$ cat src/rtl/rgbhsv_pkg.sv
`default_nettype none

package rgbhsv_pkg;

  localparam int CHANNEL_BITS = 8;
  localparam int CH_W = CHANNEL_BITS;
  localparam int HUE_W = 13;

  // hue quotient is at most HUE_SECTOR, so it needs 10 bits
  localparam int HQ_W = 10;
  // divider quotient width covers both saturation and hue
  localparam int QW = (CH_W > HQ_W) ? CH_W : HQ_W;
  localparam int NUM_W = CH_W + QW;

  localparam logic [HUE_W-1:0] HUE_SECTOR = HUE_W'(960);
  localparam logic [HUE_W-1:0] HUE_GREEN = HUE_W'(1920);
  localparam logic [HUE_W-1:0] HUE_BLUE = HUE_W'(3840);
  localparam logic [HUE_W-1:0] HUE_FULL = HUE_W'(5760);

  typedef enum logic [1:0] {
    SEC_RED,
    SEC_GREEN,
    SEC_BLUE
  } sector_t;

  // one word in flight through the divider stages
  typedef struct packed {
    logic            grey;
    logic            neg;
    sector_t         sector;
    logic [CH_W-1:0] mx;
    logic [CH_W-1:0] delta;
    logic [CH_W-1:0] sat_rem;
    logic [QW-1:0]   sat_lo;
    logic [CH_W-1:0] hue_rem;
    logic [QW-1:0]   hue_lo;
  } pix_t;

endpackage

`default_nettype wire

$ cat src/rtl/rgbhsv_div_stage.sv
`default_nettype none

// One restoring step for both quotients: shift in one numerator bit,
// subtract the divisor where it fits, shift the quotient bit in.
module rgbhsv_div_stage import rgbhsv_pkg::*; (
  input  wire logic clk,
  input  wire logic rst,
  input  wire logic advance,
  input  wire logic in_valid,
  input  wire pix_t in_data,
  output logic      out_valid,
  output pix_t      out_data
);

  logic [CH_W:0] sat_t;
  logic [CH_W:0] hue_t;
  logic          sat_q;
  logic          hue_q;
  pix_t          data_next;

  always_comb begin
    sat_t = {in_data.sat_rem, in_data.sat_lo[QW-1]};
    hue_t = {in_data.hue_rem, in_data.hue_lo[QW-1]};
    sat_q = (sat_t >= {1'b0, in_data.mx});
    hue_q = (hue_t >= {1'b0, in_data.delta});

    data_next = in_data;
    data_next.sat_rem = sat_q ? CH_W'(sat_t - {1'b0, in_data.mx}) : sat_t[CH_W-1:0];
    data_next.hue_rem = hue_q ? CH_W'(hue_t - {1'b0, in_data.delta}) : hue_t[CH_W-1:0];
    data_next.sat_lo = {in_data.sat_lo[QW-2:0], sat_q};
    data_next.hue_lo = {in_data.hue_lo[QW-2:0], hue_q};
  end

  always_ff @(posedge clk) begin
    if (rst) begin
      out_valid <= 1'b0;
    end else if (advance) begin
      out_valid <= in_valid;
    end
  end

  always_ff @(posedge clk) begin
    if (advance) begin
      out_data <= data_next;
    end
  end

endmodule

`default_nettype wire

$ cat src/rtl/rgb_to_hsv_converter.sv
// RGB to HSV converter, one pixel per clock while the output is not held.
// Input channel: red, green, blue with in_valid / in_ready. Output channel:
// hue (1/16 degree, 0..5759), saturation and brightness with out_valid /
// out_ready. A word moves when valid and ready are both high.
// Brightness is the largest channel, saturation floor(255*delta/max), hue
// the six-sector rule; a grey pixel gives hue and saturation of 0.
// From input to output register the word passes a stage for max/min/sector,
// a stage for the numerators, ten divider stages (one quotient bit each for
// both divisions, set by the 10-bit hue quotient) and a stage for the hue
// offset. A new word is taken every cycle unless out_ready holds the output.
// The whole pipeline advances together: when the output word is held by
// out_ready low, in_ready drops and every stage keeps its word.
// Reset clears all valid bits; nothing else is kept between words.
`default_nettype none

module rgb_to_hsv_converter import rgbhsv_pkg::*; (
  input  wire logic             clk,
  input  wire logic             rst,
  input  wire logic             in_valid,
  output logic                  in_ready,
  input  wire logic [CH_W-1:0]  red,
  input  wire logic [CH_W-1:0]  green,
  input  wire logic [CH_W-1:0]  blue,
  output logic                  out_valid,
  input  wire logic             out_ready,
  output logic [HUE_W-1:0]      hue,
  output logic [CH_W-1:0]       saturation,
  output logic [CH_W-1:0]       brightness
);

  logic advance;

  assign advance  = ~out_valid | out_ready;
  assign in_ready = advance;

  // stage A: max, min, sector
  logic [CH_W-1:0] mx_rg;
  logic [CH_W-1:0] mn_rg;
  logic [CH_W-1:0] mx_next;
  logic [CH_W-1:0] mn_next;
  logic [CH_W-1:0] n_next;
  logic            neg_next;
  sector_t         sector_next;

  logic            a_valid;
  logic            a_grey;
  logic            a_neg;
  sector_t         a_sector;
  logic [CH_W-1:0] a_mx;
  logic [CH_W-1:0] a_delta;
  logic [CH_W-1:0] a_n;

  always_comb begin
    mx_rg   = (red > green) ? red : green;
    mn_rg   = (red < green) ? red : green;
    mx_next = (mx_rg > blue) ? mx_rg : blue;
    mn_next = (mn_rg < blue) ? mn_rg : blue;
    if (red >= mx_next) begin
      sector_next = SEC_RED;
      neg_next    = (green < blue);
      n_next      = neg_next ? blue - green : green - blue;
    end else if (green >= mx_next) begin
      sector_next = SEC_GREEN;
      neg_next    = (blue < red);
      n_next      = neg_next ? red - blue : blue - red;
    end else begin
      sector_next = SEC_BLUE;
      neg_next    = (red < green);
      n_next      = neg_next ? green - red : red - green;
    end
  end

  always_ff @(posedge clk) begin
    if (rst) begin
      a_valid <= 1'b0;
    end else if (advance) begin
      a_valid <= in_valid;
    end
  end

  always_ff @(posedge clk) begin
    if (advance) begin
      a_grey   <= (mx_next == mn_next);
      a_neg    <= neg_next;
      a_sector <= sector_next;
      a_mx     <= mx_next;
      a_delta  <= mx_next - mn_next;
      a_n      <= n_next;
    end
  end

  // stage B: numerators; a negative offset is ceiled by adding delta - 1
  logic [NUM_W-1:0] sat_num;
  logic [NUM_W-1:0] hue_num;
  logic [NUM_W-1:0] n_w;
  logic [NUM_W-1:0] delta_w;
  pix_t             b_next;
  logic             b_valid;
  pix_t             b_data;

  always_comb begin
    n_w     = NUM_W'(a_n);
    delta_w = NUM_W'(a_delta);
    sat_num = (delta_w << CH_W) - delta_w;
    hue_num = n_w * NUM_W'(HUE_SECTOR) + (a_neg ? delta_w - NUM_W'(1) : '0);

    b_next.grey    = a_grey;
    b_next.neg     = a_neg;
    b_next.sector  = a_sector;
    b_next.mx      = a_mx;
    b_next.delta   = a_delta;
    b_next.sat_rem = sat_num[NUM_W-1:QW];
    b_next.sat_lo  = sat_num[QW-1:0];
    b_next.hue_rem = hue_num[NUM_W-1:QW];
    b_next.hue_lo  = hue_num[QW-1:0];
  end

  always_ff @(posedge clk) begin
    if (rst) begin
      b_valid <= 1'b0;
    end else if (advance) begin
      b_valid <= a_valid;
    end
  end

  always_ff @(posedge clk) begin
    if (advance) begin
      b_data <= b_next;
    end
  end

  // divider stages
  logic dv_valid [QW+1];
  pix_t dv_data  [QW+1];

  assign dv_valid[0] = b_valid;
  assign dv_data[0]  = b_data;

  for (genvar i = 0; i < QW; i++) begin : g_div
    rgbhsv_div_stage u_stage (
      .clk       (clk),
      .rst       (rst),
      .advance   (advance),
      .in_valid  (dv_valid[i]),
      .in_data   (dv_data[i]),
      .out_valid (dv_valid[i+1]),
      .out_data  (dv_data[i+1])
    );
  end

  // output stage: apply the sector offset
  pix_t             fin;
  logic [HUE_W-1:0] hue_q;
  logic [HUE_W-1:0] hue_base;
  logic [HUE_W-1:0] hue_next;

  always_comb begin
    fin   = dv_data[QW];
    hue_q = HUE_W'(fin.hue_lo[HQ_W-1:0]);
    case (fin.sector)
      SEC_RED:   hue_base = fin.neg ? HUE_FULL : '0;
      SEC_GREEN: hue_base = HUE_GREEN;
      SEC_BLUE:  hue_base = HUE_BLUE;
      default:   hue_base = '0;
    endcase
    if (fin.grey) begin
      hue_next = '0;
    end else if (fin.neg) begin
      hue_next = hue_base - hue_q;
    end else begin
      hue_next = hue_base + hue_q;
    end
  end

  always_ff @(posedge clk) begin
    if (rst) begin
      out_valid <= 1'b0;
    end else if (advance) begin
      out_valid <= dv_valid[QW];
    end
  end

  always_ff @(posedge clk) begin
    if (advance) begin
      hue        <= hue_next;
      saturation <= fin.grey ? '0 : fin.sat_lo[CH_W-1:0];
      brightness <= fin.mx;
    end
  end

`ifndef NO_ASSERTIONS
  a_hue_range: assert property (@(posedge clk) disable iff (rst)
    out_valid |-> hue < HUE_FULL)
    else $error("hue out of range");

  a_black: assert property (@(posedge clk) disable iff (rst)
    out_valid && brightness == '0 |-> saturation == '0 && hue == '0)
    else $error("black pixel with nonzero hue or saturation");

  a_grey_hue: assert property (@(posedge clk) disable iff (rst)
    out_valid && saturation == '0 |-> hue == '0)
    else $error("zero saturation with nonzero hue");

  a_stall_ready: assert property (@(posedge clk) disable iff (rst)
    !in_ready |-> out_valid && !out_ready)
    else $error("input stalled without output backpressure");
`endif

endmodule

`default_nettype wire
$ cat config.mk
export PLATFORM = sky130hd
export DESIGN_NAME = rgb_to_hsv_converter
export DESIGN_NICKNAME = d
export VERILOG_FILES = /design/src/rtl/rgbhsv_pkg.sv /design/src/rtl/rgbhsv_div_stage.sv /design/src/rtl/rgb_to_hsv_converter.sv
export SDC_FILE = /design/constraint.sdc
export NUM_CORES = 1
export LEC_CHECK = 0
export BUFFER_PORTS_ARGS = -buffer_cell sky130_fd_sc_hd__buf_2
export CELL_PAD_IN_SITES_DETAIL_PLACEMENT = 0
export CELL_PAD_IN_SITES_GLOBAL_PLACEMENT = 2
export CORE_MARGIN = 2
export CORE_UTILIZATION = 25
export DETAILED_ROUTE_END_ITERATION = 8
export GPL_ROUTABILITY_DRIVEN = 0
export PLACE_DENSITY = 0.61
export SKIP_CTS_REPAIR_TIMING = 1
export SLEW_MARGIN = 25
export SYNTH_ARGS = -nofsm -noshare
export SYNTH_HDL_FRONTEND = slang
export SYNTH_SLANG_ARGS = --single-unit
$ cat constraint.sdc
create_clock -name clk -period 51.3 [get_ports clk]
set_input_delay 10.26 -clock clk [delete_from_list [all_inputs] [get_ports clk]]
set_output_delay 10.26 -clock clk [all_outputs]
set_load 0.02 [all_outputs]
## Yosys cells after proc, flatten, opt, wreduce, memory -nomap -nowiden

Index checks and enable logic that the tools add are counted.

| storage, ports and cells | value |
|---|---|
| input port bits | 28 |
| memories kept | 0 |
| output and inout bits | 31 |
| latch bits | 0 |
| register bits | 659 |
| word-level logic and storage cells | 217 |
| bits in writable memories | 0 |
| bits in read-only memories | 0 |

| cells by class | value |
|---|---|
| bitwise operators | 2 |
| $add $sub $neg | 30 |
| $lt $le $gt $ge | 28 |
| shifts and indexed selects | 0 |
| muxes and demuxes | 34 |
| reduce and logical (&&, ||, !) cells | 1 |
| divide/modulo/power cells | 0 |
| equality and inequality tests | 3 |
| multiply operators | 1 |

Operators by type and width:

| kind | count |
|---|---|
| 8-bit 2-to-1 mux | 27 |
| 8-bit subtractor | 25 |
| 9-bit by 8-bit greater-or-equal comparator with 1-bit output | 20 |
| 13-bit case mux with 3 select lines | 1 |
| 8-bit less-than comparator | 4 |
| 13-bit 2-to-1 mux | 2 |
| 18-bit adder | 1 |
| 18-bit 2-to-1 mux | 1 |
| 16-bit by 8-bit subtractor with 17-bit output | 1 |
| 8-bit greater-or-equal comparator | 2 |
| 8-bit > comparator | 2 |
| 13-bit by 10-bit adder with 13-bit output | 1 |
| 13-bit by 10-bit subtractor with 13-bit output | 1 |
| 8-bit by 4-bit multiplier with 12-bit output, second input constant | 1 |
| 8-bit by 1-bit subtractor with 9-bit output, second input constant | 1 |
| 8-bit == test | 1 |
| 2-bit by 1-bit == test with 1-bit output, second input constant | 1 |
| 2-bit == test, second input constant | 1 |
| 2-bit zero test | 1 |
| 1-bit 2-to-1 mux | 2 |
| 2-bit 2-to-1 mux | 1 |
| 1-bit inverter | 1 |
| 1-bit OR | 1 |

## Depth between registers and ports, before layout

| logic depth | value |
|---|---|
| word-level depth | 7 |
| depth in mapped cells | 28 |
| gate-level depth less buffers | 24 |

## By module

Synthesis repeated with hierarchy kept, for this count alone.

| unflattened totals | value |
|---|---|
| cell total of the unflattened synthesis | 2,713 |
| area total of the unflattened synthesis | 35,730.5 sq um |

By module, submodules not included:

| module | area an instance (sq um) | sequential area each (sq um) | cells each | instances |
|---|---|---|---|---|
| rgbhsv_div_stage (g_div[2].u_stage ...) | 2,675.1 | 1,701.6 | 185 | 7 |
| rgb_to_hsv_converter | 9,013.6 | 3,393.3 | 864 | 1 |
| rgbhsv_div_stage (g_div[0].u_stage ...) | 2,651.3 | 1,701.6 | 181 | 2 |
| rgbhsv_div_stage (g_div[8].u_stage) | 2,688.8 | 1,701.6 | 192 | 1 |

## Worst setup path before layout

Ideal clock, no wire load.

| path | value |
|---|---|
| path type | input to output |
| start point | input out_ready |
| end point | output in_ready |
| data arrival time | 27,446 ps |
| path slack | 13,594 ps |
| stages | 3 |
| required time | 41,040 ps |
| buffers on the path | 1 |
| cells stage by stage | nor2b_1 inv_1 clkbuf_1 |

| on the way | value |
|---|---|
| word-level cells in the longest chain between the ends | 1 |

Ends and longest elaborated chain:

| what | line | source |
|---|---|---|
| from (decl) | rgb_to_hsv_converter.sv:25 | `input wire logic out_ready,` |
| 1-bit OR | rgb_to_hsv_converter.sv:33 | `assign advance = ~out_valid \| out_ready;` |
| to (decl) | rgb_to_hsv_converter.sv:20 | `output logic in_ready,` |

Every way passes these cells.

## Worst setup path after layout

Ends and elaborated chain as after synthesis.

==> reports/summary.txt <==
drc violations -> 0
Clock Sinks -> 632
Sequential Power Share -> 38.6%
EDFF count, synth -> 619
Yosys cell types -> 77
Post-Syn Area -> 31970 µm²
Critical Path Sink Type -> primary output
combinational fraction of design power -> 41.7%
Die Height -> 361.6 µm
flops & latches, synth -> 632
Post-Synth Simple-Gate Area -> 8.045%
compound-gate portion of the synthesized area -> 10.29%
mux contribution to synthesized area -> 1.510%
core area -> 127200 µm²
syn_area_per_cell -> 12.29 µm²
status -> finished clean
dpl ws -> 29.31 ns
die footprint -> 130800 µm²
Avg WL per Cell -> 13.29 µm
Slew headroom -> 34.92%
CP arrival -> 11.81 ns
clock skew -> 0.02070 ns
CTS clk-pin slew, worst paths -> 0.06 ns
sequential cell area fraction in the yosys report -> 58.95%
H-tree depth -> 3
met3 usage -> 1.646%
asr flop ratio synth -> 0%
share of cells above drive strength 1 -> 7.498%
Setup violations, final -> 0
Lkg Pwr -> 0.01507 µW
Final Hold Slack -> 0.4000 ns
fillcell total -> 13100
CP Launch Type -> input pin
sw frac -> 35.46%
Int Power -> 1719 µW
fin nets -> 3058
total wire length -> 58960 µm
vias in the first global route -> 18940
vias after detailed routing -> 18260
First-pass DRT Iterations -> 4
CTS tree -> yes
Final WS setup -> 29.23 ns
n_diodes -> 0
area grow syn2layout -> 15.05%
initial antenna violation count -> 0
Warnings, synthesis -> 0
M2 GR Usage -> 16.84%
Syn Inst Count -> 2602
Synth Area in XOR/XNOR -> 3.260%
overflow left after global routing -> 0
Via density -> 4.116
Port Buffers -> 58
Tcrit/Tclk final -> 43.02%
maximum vdd drop -> 33.11 µV
Setup TNS -> 0 ns
area of the multi-input gates -> 11620 µm²
initial drt markers -> 988
CTS root buf -> clkbuf_16
top-level I/O count -> 59
Final ANT Viol Nets -> 0
critical path type -> in2out
CP Max Fanout -> 114
first-pass GRT wire length -> 98000 µm
switching power -> 944.3 µW
Design Power -> 2663 µW
Power per Cell Area -> 72.40 nW/µm²
CTS Buf Count -> 74
largest family of logic cells by synthesized area -> adder cells
GRT Total Usage -> 9.198%
Fmax -> 0.04532 GHz
row count -> 131
die width -> 361.6 µm
HP Class -> reg2reg
Seq. cell area -> 18850 µm²
Final Max Tran Viols -> 0
Clock power frac -> 19.7%
Max Root-Sink Buffers -> 3
minimum clock period -> 22.07 ns
Worst EP required -> 41.04 ns
Clk Latency, worst-skew pair -> 0.62 ns
Final Hold Vio Count -> 0
placed wire-length estimate -> 43350 µm
Initial Utilization -> 25.14%
largest net degree at the start of global routing -> 115
top_reg_cell synth -> edfxtp_1
M1 GR Usage -> 10.85%
RSZ-0062 raised after global routing -> no
GR peak layer -> met2
Adder-Cell Fraction of Synth Area -> 13.21%
Synthesized Nets -> 2943
Tightest Pin Transition -> 0.9726 ns
MaxCap Viol Count -> 0
synth_stat cells, types with 38 or more instances:
library cell  instances  area [µm²]
a21oi_1             141       705.7
edfxtp_1            619       18590
fa_1                 38       760.7
ha_1                275        3441
inv_1               362        1359
mux2i_1              40       400.4
nand2_1             208       780.8
nand4_1              38       237.7
nor2_1              139       521.8
nor2b_1              57       356.6
o21ai_0             206        1031
o31ai_1              38       285.3
xnor2_1              61       534.3
xor2_1               58       508.0
stage by stage:
step	std cells	area [µm²]	util [%]
after global placement	4302	34320	26.98
final	4436	36790	28.92
after CTS	4435	36770	28.91
after floorplan	2602	31970	-
after global routing	4436	36790	28.92
after detailed placement	4302	34330	26.99
layout make-up:
cell class,count,share of cell area (%)
Sequential cell,632,51.24
Multi-Input combinational cell,1571,31.59
Tap cell,1662,5.653
Clock buffer,86,5.156
Inverter,363,3.724
Clock inverter,47,1.473
Timing Repair Buffer,75,1.167
path summary, 6_finish.rpt:
| kind | to | depth (start not counted) | slack [ns] | from |
|---|---|---|---|---|
| setup / recovery | in_ready | 4 | 29.23 | out_ready |
| hold reg to reg | g_div[4].u_stage.out_data[9] | 0 | 0.40 | g_div[3].u_stage.out_data[8] |
| hold / removal | g_div[4].u_stage.out_data[9] | 0 | 0.40 | g_div[3].u_stage.out_data[8] |
| setup reg to reg | b_data[17] | 15 | 46.73 | a_delta[0] |
cell usage in the layout (no fill, tap or decap), drive strengths merged, types with 26 or more instances in the layout:
cell type    n
ha         275
o21ai      209
o31ai       38
buf         75
xnor2       61
and3        33
edfxtp     619
a21oi      143
nor2       140
xor2        58
clkinv      29
a21boi      26
inv        366
nor2b       57
clkbuf      86
a21o        35
nand2      208
mux2i       40
fa          38
nand4       39
critical path: stages:
cell and delay, ns:
buf_2 0.10, nor2b_2 0.58, inv_8 0.37, buf_2 0.34
power by group through the flow:
stage / sequential [µW] / clock [µW] / combinational (µW)
2_1_floorplan: 1000 / 0 / 883
3_3_place_gp: 1040 / 0 / 1130
3_5_place_dp: 1050 / 0 / 1130
4_1_cts: 1040 / 546 / 1140
5_1_grt: 1060 / 565 / 1300
6_report: 1030 / 524 / 1110
registers in the layout, summed over array words and instances, names as in the netlist:
name and flops:
b_data 54, a_mx 8, a_n 8, a_sector 2, b_valid 1, out_valid 1
g_div.u_stage.out_data 508, a_grey 1, g_div.u_stage.out_valid 10, a_neg 1, brightness 8, saturation 8
hue 13, a_valid 1, a_delta 8
cells by family (layout without fill, tap and decap cells):
family / Yosys count / after routing
DFF: 632 / 632
and+or+nand+nor: 550 / 550
AOI/OAI and AO/OA: 539 / 539
buffers and inverters: 399 / 571
adders and majority gates: 315 / 315
xor gates and xnor gates: 119 / 119
muxes: 47 / 47
other: 1 / 1
per-layer routing:
layer / vias up / share of wire [%]
met4: 0 / 2.7
met3: 100 / 2.9
li1: 9547 / -
met1: 8420 / 44
met2: 193 / 51
met5: - / 0
Note: power is estimated with default switching activity, not from simulation.
